===== config.mk =====
export PLATFORM = sky130hd
export DESIGN_NAME = hsc_back
export DESIGN_NICKNAME = d
export VERILOG_FILES = /design/src/rtl/core/hsc_pkg.sv /design/src/rtl/core/hsc_back.sv
export SDC_FILE = /design/constraint.sdc
export NUM_CORES = 2
export LEC_CHECK = 0
export ABC_AREA = 1
export BUFFER_PORTS_ARGS = -buffer_cell sky130_fd_sc_hd__clkbuf_2
export CORE_MARGIN = 2
export CORE_UTILIZATION = 40
export DETAILED_ROUTE_END_ITERATION = 7
export HOLD_SLACK_MARGIN = 0.08
export SLEW_MARGIN = 20
export SYNTH_ARGS = -nofsm -noshare
export SYNTH_HDL_FRONTEND = slang
export SYNTH_SLANG_ARGS = --single-unit

===== constraint.sdc =====
create_clock -name clk -period 7.8 [get_ports clk]
set_input_delay 1.17 -clock clk [delete_from_list [all_inputs] [get_ports clk]]
set_output_delay 1.17 -clock clk [all_outputs]
set_load 0.02 [all_outputs]

===== src/rtl/core/hsc_pkg.sv =====
`default_nettype none
package hsc_pkg;

	localparam int unsigned DivBits = 32;

	localparam logic [2:0] RegTempCoeffs  = 3'd0;
	localparam logic [2:0] RegPressCoeffA = 3'd1;
	localparam logic [2:0] RegPressCoeffB = 3'd2;
	localparam logic [2:0] RegPressCoeff9 = 3'd3;
	localparam logic [2:0] RegHumCoeffs   = 3'd4;

	localparam logic signed [31:0] TempMin     = -32'sd4000;
	localparam logic signed [31:0] TempMax     = 32'sd8500;
	localparam logic [31:0]        PressMin    = 32'd30000;
	localparam logic [31:0]        PressMax    = 32'd110000;
	localparam logic signed [31:0] HumLimit    = 32'sd419430400;
	localparam logic [16:0]        HumMax      = 17'd102400;
	localparam logic [31:0]        PressOffset = 32'd1048576;
	localparam logic [31:0]        PressScale  = 32'd3125;
	localparam logic signed [31:0] FinePress   = 32'sd64000;
	localparam logic signed [31:0] FineHum     = 32'sd76800;
	localparam logic signed [31:0] HumBias     = 32'sd2097152;

	typedef struct packed {
		logic [15:0] t1;
		logic [15:0] t2;
		logic [15:0] t3;
		logic [15:0] p1;
		logic [15:0] p2;
		logic [15:0] p3;
		logic [15:0] p4;
		logic [15:0] p5;
		logic [15:0] p6;
		logic [15:0] p7;
		logic [15:0] p8;
		logic [15:0] p9;
		logic [7:0]  h1;
		logic [15:0] h2;
		logic [7:0]  h3;
		logic [11:0] h4;
		logic [11:0] h5;
		logic [7:0]  h6;
	} hsc_coeffs_t;

	typedef struct packed {
		logic [14:0] temp;
		logic [16:0] hum;
		logic        post;
		logic        zero;
	} hsc_side_t;

	typedef struct packed {
		logic [31:0] num;
		logic [31:0] div;
		logic [32:0] rem;
		logic [31:0] quo;
		hsc_side_t   side;
	} hsc_div_t;

	// Signed division by 2^k that truncates toward zero.
	function automatic logic signed [31:0] sdiv2(input logic signed [31:0] x,
		input logic [4:0] k);
		logic [31:0] bias;
		bias = x[31] ? ((32'd1 << k) - 32'd1) : 32'd0;
		return signed'(x + bias) >>> k;
	endfunction

	function automatic logic signed [31:0] sx16(input logic [15:0] v);
		return signed'({{16{v[15]}}, v});
	endfunction

	function automatic logic signed [31:0] sx12(input logic [11:0] v);
		return signed'({{20{v[11]}}, v});
	endfunction

	function automatic logic signed [31:0] sx8(input logic [7:0] v);
		return signed'({{24{v[7]}}, v});
	endfunction

endpackage
`default_nettype wire


===== src/rtl/core/hsc_back.sv =====
`default_nettype none
module hsc_back (
	input  logic                 clk,
	input  logic                 arst_n,
	input  hsc_pkg::hsc_coeffs_t coeffs,
	input  logic                 in_valid,
	output logic                 in_stall,
	input  hsc_pkg::hsc_div_t    in_data,
	output logic                 out_valid,
	input  logic                 out_stall,
	output logic [14:0]          temperature_out,
	output logic [16:0]          pressure_out,
	output logic [16:0]          humidity_out
);
	logic [3:1] v_q;
	logic [4:1] go;

	logic signed [31:0] p7, p8, p9;
	assign p7 = hsc_pkg::sx16(coeffs.p7);
	assign p8 = hsc_pkg::sx16(coeffs.p8);
	assign p9 = hsc_pkg::sx16(coeffs.p9);

	always_comb begin
		go[4] = !out_stall;
		for (int k = 3; k >= 1; k--) begin
			go[k] = !v_q[k] || go[k+1];
		end
	end
	assign in_stall  = !go[1];
	assign out_valid = v_q[3];

	always_ff @(posedge clk or negedge arst_n) begin
		if (!arst_n) begin
			v_q <= '0;
		end else begin
			if (go[1]) v_q[1] <= in_valid;
			if (go[2]) v_q[2] <= v_q[1];
			if (go[3]) v_q[3] <= v_q[2];
		end
	end

	logic [31:0] pr, q3, qq, pr_s1, pr_s2, prf;
	logic signed [31:0] pqq_s1, pb_s1, pb_s2, pa_s2, sum;
	hsc_pkg::hsc_side_t side_s1, side_s2;
	logic [16:0] press_c;
	logic [14:0] temp_s3;
	logic [16:0] press_s3, hum_s3;

	always_comb begin
		pr  = in_data.side.post ? {in_data.quo[30:0], 1'b0} : in_data.quo;
		q3  = pr >> 3;
		qq  = q3 * q3;
		sum = hsc_pkg::sdiv2(pa_s2 + pb_s2 + p7, 5'd4);
		prf = pr_s2 + unsigned'(sum);
		if (side_s2.zero || prf < hsc_pkg::PressMin) press_c = hsc_pkg::PressMin[16:0];
		else if (prf > hsc_pkg::PressMax) press_c = hsc_pkg::PressMax[16:0];
		else press_c = prf[16:0];
	end

	always_ff @(posedge clk) begin
		if (go[1]) begin
			pr_s1   <= pr;
			pqq_s1  <= signed'(qq >> 13);
			pb_s1   <= hsc_pkg::sdiv2(signed'(pr >> 2) * p8, 5'd13);
			side_s1 <= in_data.side;
		end
		if (go[2]) begin
			pa_s2   <= hsc_pkg::sdiv2(p9 * pqq_s1, 5'd12);
			pb_s2   <= pb_s1;
			pr_s2   <= pr_s1;
			side_s2 <= side_s1;
		end
		if (go[3]) begin
			temp_s3  <= side_s2.temp;
			press_s3 <= press_c;
			hum_s3   <= side_s2.hum;
		end
	end

	assign temperature_out = temp_s3;
	assign pressure_out    = press_s3;
	assign humidity_out    = hum_s3;

endmodule
`default_nettype wire


# After elaboration in Yosys (flattened, before gate mapping)
# Cells that the tools add are included.
# W data, S select, Z words.
[classes] multipliers=3 order_cmp=2 mux=5 n_addsub=6 reduce_logical=10
[op_table] operator="$add A32 B12 Y32" count=1
[op_table] operator="$add A32 B13 Y32" count=1
[op_table] operator="$add A32 B32 Y32" count=1
[op_table] operator="$add A32 B4 Y32" count=1
[op_table] operator="$gt A32 B17 Y1 const B" count=1
[op_table] operator="$lt A32 B15 Y1 const B" count=1
[op_table] operator="$mul A16 B20 Y32" count=1
[op_table] operator="$mul A29 B29 Y32" count=1
[op_table] operator="$mul A31 B16 Y32" count=1
[op_table] operator="$mux W32" count=1
[op_table] operator="$add A21 B16 Y22" count=1
[op_table] operator="$add A20 B19 Y21" count=1
[op_table] operator="$mux W17" count=1
[op_table] operator="$mux W13" count=1
[op_table] operator="$mux W12" count=1
[op_table] operator="$logic_not A1 Y1" count=5
[op_table] operator="$logic_or A1 B1 Y1" count=4
[op_table] operator="$mux W4" count=1
[op_table] operator="$reduce_or A2 Y1" count=1
[word_totals] elab_cells=46 register_bits=259 out_inout_bits=51

# Logic depth before layout (Yosys ltp)
[depth] depth_word=8 depth_mapped=46 ltp_nobuf=44

# Least setup slack after synthesis
# OpenSTA, ideal clock, no wires.
[synth_timing] path_kind="in2reg" from="input port in_data[1] in the netlist's numbering" to="register pqq_s1[16], data pin" arrival_ns=8.158 required_ns=7.538 stages=34 setup_time_ns=0.262 path_slack_ns=-0.620 path_cell_list="buf_2 -> buf_2 -> nand2_1 -> and2_1 -> clkbuf_1 -> inv_1 -> clkbuf_1 -> nor2_1 -> inv_1 -> fa_1 -> inv_1 -> fa_1 -> fa_1 -> fa_1 -> inv_1 -> fa_1 -> inv_1 -> ha_1 -> inv_1 -> fa_1 -> inv_1 -> fa_1 -> ha_1 -> nand2_1 -> nor2_1 -> nand2_1 -> o21ai_1 -> a21o_1 -> a21oi_1 -> o21ai_0 -> a21boi_2 -> o21ai_0 -> a21oi_1 -> xor2_1"
[synth_between] elab_chain_len=2
[synth_rtl] item="start: declaration" line_no="hsc_back.sv:8" rtl="input hsc_pkg::hsc_div_t in_data,"
[synth_rtl] item="$mux W32" line_no="hsc_back.sv:50" rtl="pr = in_data.side.post ? {in_data.quo[30:0], 1'b0} : in_data.quo;"
[synth_rtl] item="$mul A29 B29 Y32" line_no="hsc_back.sv:52" rtl="qq = q3 * q3;"
[synth_rtl] item="via qq[29]" line_no="hsc_back.sv:42" rtl="logic [31:0] pr, q3, qq, pr_s1, pr_s2, prf;"
[synth_rtl] item="end signal: assignment" line_no="hsc_back.sv:63" rtl="pqq_s1 <= signed'(qq >> 13);"
[synth_rtl] item="end: declaration" line_no="hsc_back.sv:43" rtl="logic signed [31:0] pqq_s1, pb_s1, pb_s2, pa_s2, sum;"
# The timed path passes the listed nets, and every way through them passes these cells.
# A chain may end at the register's enable or synchronous reset.

# Final worst setup path
[layout_timing] from="input port in_data[1] in the netlist's numbering" to="register pqq_s1[18], data pin"
# Same word-level chain as after synthesis.

==> metrics.yaml <==
cp_max_fo: 12
min_period_over_period_pct: 97.1
vias_per_cell: 4.76
setup_viol: 0
num-fill-cells: 11682
final_hold_viol_count: 0
async_reset_ff_share_pct: 1.16
drv_cap: 0
cts_tree: "done"
synth_ff_type: "edfxtp_1"
path_class: "in2reg"
initialDrtViolationCount: 2530
min_period_ns: 7.57
fin_cells: 8252
track_usage_pct: 21.8
clock_path_buffers: 3
clkTransAtPathRegs_ns: 0.08
drt-pass1-iter-count: 6
ys_warn_count: 0
grt_start_max_net_pins: 63
cts.hold.buffers_added: 0
cts_made_buffers: 30
rows: 128
die_w_um: 354
initial_core_util_pct: 40.3
ys_types: 51
critPathMaxStageDelay_ns: 0.59
core_area_mm2: 0.122
skew_ns: 0.0218
final_layout_size_suffix_gt1_share_pct: 19.4
place_congestion: 0.941
max_freq_mhz: 132
port_buffers: 168
nNetsFinal: 8335
multi_input_area_mm2: 0.0357
synth_edf_count: 256
critPathSlowestCell: "fa_1"
outcome: "finished clean"
worstPathRequired_ns: 8.16
area_growth_pct: 22.7
worstPathArrival_ns: 7.93
min_path_type: "in2async"
ys_ff_latch: 259
post-dp-hpwl_um: 115000
num_vias: 39317
worstMarginPinSlew_ns: 0.869
io_pins: 474
num_antenna_cells: 0
htree_levels: 1
die_y_um: 354
report.final.slew_viol_count: 0
synth_top_area_share_pct: 37.8
synth.area.top_cells: "fa_1, edfxtp_1, inv_1"
yosys-top-cells-count: "inv_1, nand2_1, fa_1"
syn_area_per_cell_um2: 8.55
grt_pass1_vias: 41240
crit_path_start_kind: "primary input"
crit_top_cell: "fa_1"
detail_route.wirelength_um: 135000
rsz0062_at_grt: "true"
yosysMostFrequentCell: "inv_1"
seq_area_frac_synth_pct: 15.8
clk_latency_ns: 0.60
cts_sinks: 259
relSlewSlack_pct: 42.1
cts_root_buffer: "clkbuf_16"
synth_cells: 5737
end_kind: "flip-flop"
synth_fp_nets: 7468
synth_area_mm2: 0.0490
drc: 0
wl_per_cell_um: 16.3
regArea_mm2: 0.00776
dieArea_mm2: 0.125
dp_cells: 8158
antenna_found_initial: 2
synth_area_leader_cell: "fa_1"
ant_nets: 0
grt_overflow: 0
grt_pass1_wl_um: 217000
[critical path, delay by kind of cell]
kind	cells	cell delay (ns)
adder cells (fa/ha/maj)	8	3.59
XOR/XNOR	7	1.18
AO/OA/AOI/OAI	1	0.15
buffers and inverters	12	1.67
AND/OR/NAND/NOR	1	0.17
[cells in the final DEF, fill, tap and decap left out, drive strengths merged, types with 5 or more instances in the layout]
| master | synthesis | layout |
|---|---|---|
| a21boi | 10 | 10 |
| a21o | 18 | 18 |
| a21oi | 171 | 171 |
| a31oi | 5 | 5 |
| and2 | 9 | 9 |
| buf | 32 | 837 |
| clkbuf | 136 | 196 |
| clkinv | 6 | 12 |
| clkinvlp | 0 | 10 |
| edfxtp | 256 | 256 |
| fa | 926 | 926 |
| ha | 382 | 382 |
| inv | 1547 | 1551 |
| nand2 | 1129 | 1130 |
| nand3 | 103 | 103 |
| nand3b | 10 | 10 |
| nand4 | 45 | 45 |
| nor2 | 502 | 502 |
| nor3 | 39 | 39 |
| nor4 | 10 | 10 |
| o21a | 10 | 10 |
| o21ai | 114 | 114 |
| o21bai | 19 | 19 |
| o41ai | 5 | 5 |
| or2 | 22 | 22 |
| xnor2 | 73 | 73 |
| xor2 | 134 | 134 |
[per-layer routing]
layer / up-vias / global-route usage, % / share of wire, %
met4: 0 / 5.27 / 2.8
met3: 218 / 2.24 / 5.4
met5: - / 0 / 0
li1: 18657 / - / -
met2: 1042 / 36.9 / 48
met1: 19400 / 30.0 / 44
[final timing paths]
kind                                   end  depth (start not counted)       start  slack [ns]
worst max register to register    pa_s2[5]                         33   pqq_s1[3]        0.34
min in group clk                  pr_s2[1]                          0    pr_s1[1]        0.41
max in group asynchronous           v_q[3]                          1      arst_n        7.31
worst min-delay path                v_q[1]                          1      arst_n        0.37
worst min register to register    pr_s2[1]                          0    pr_s1[1]        0.41
worst max-delay path            pqq_s1[18]                         29  in_data[1]        0.23
[cell type report]
type / instances / area share, %
Multi-Input combinational cell: 3758 / 59.3
Tap cell: 1625 / 3.38
Sequential cell: 259 / 12.9
Clock buffer: 32 / 1.26
Timing Repair inverter: 1 / 0.0125
Clock inverter: 23 / 0.485
Inverter: 1553 / 9.79
Timing Repair Buffer: 1001 / 12.9
[stage by stage]
stage / setup TNS, ns / setup WS [ns] / hold slack (ns) / area [um^2] / util [%]
final: 0 / 0.230 / 0.373 / 60200 / 49.4
after global routing: -1.27 / -0.0955 / 0.348 / 60200 / 49.4
after CTS: 0 / 0.0138 / 0.345 / 59000 / 48.5
after detailed placement: -31.18 / -0.820 / 0.405 / 57900 / 47.5
after global placement: -26.44 / -0.711 / 0.400 / 57900 / 47.5
after floorplan: -0.118 / -0.0607 / 0.400 / 49500 / -
[registers in the layout, indices dropped and copies added (netlist names)]
| register | cells |
|---|---|
| humidity_out | 17 |
| pa_s2 | 20 |
| pb_s1 | 19 |
| pb_s2 | 19 |
| pqq_s1 | 19 |
| pr_s1 | 32 |
| pr_s2 | 32 |
| pressure_out | 17 |
| side_s1 | 33 |
| side_s2 | 33 |
| temperature_out | 15 |
| v_q | 3 |
[logic make-up after synthesis]
group                      count (synthesis)  share of synthesized area, %
AOI/OAI and AO/OA                        366                          4.24
xor gates and xnor gates                 207                          3.70
adders and majority gates               1308                          47.6
buffers and inverters                   1721                          13.2
DFF                                      259                          15.8
and+or+nand+nor                         1876                          15.4
[what timing repair did]
| action | in CTS | in global routing |
|---|---|---|
| endpoints found under the hold margin | 0 | 0 |
| cloned | 1 | 2 |
| pin swaps | 3 | 53 |
| buffers inserted | 8 | 28 |
| endpoints found under the setup margin | 21 | 66 |
| resized for setup | 15 | 198 |
Power is not shown: default switching activity piles up to over one toggle a cycle in this logic, so the estimate is an artifact.
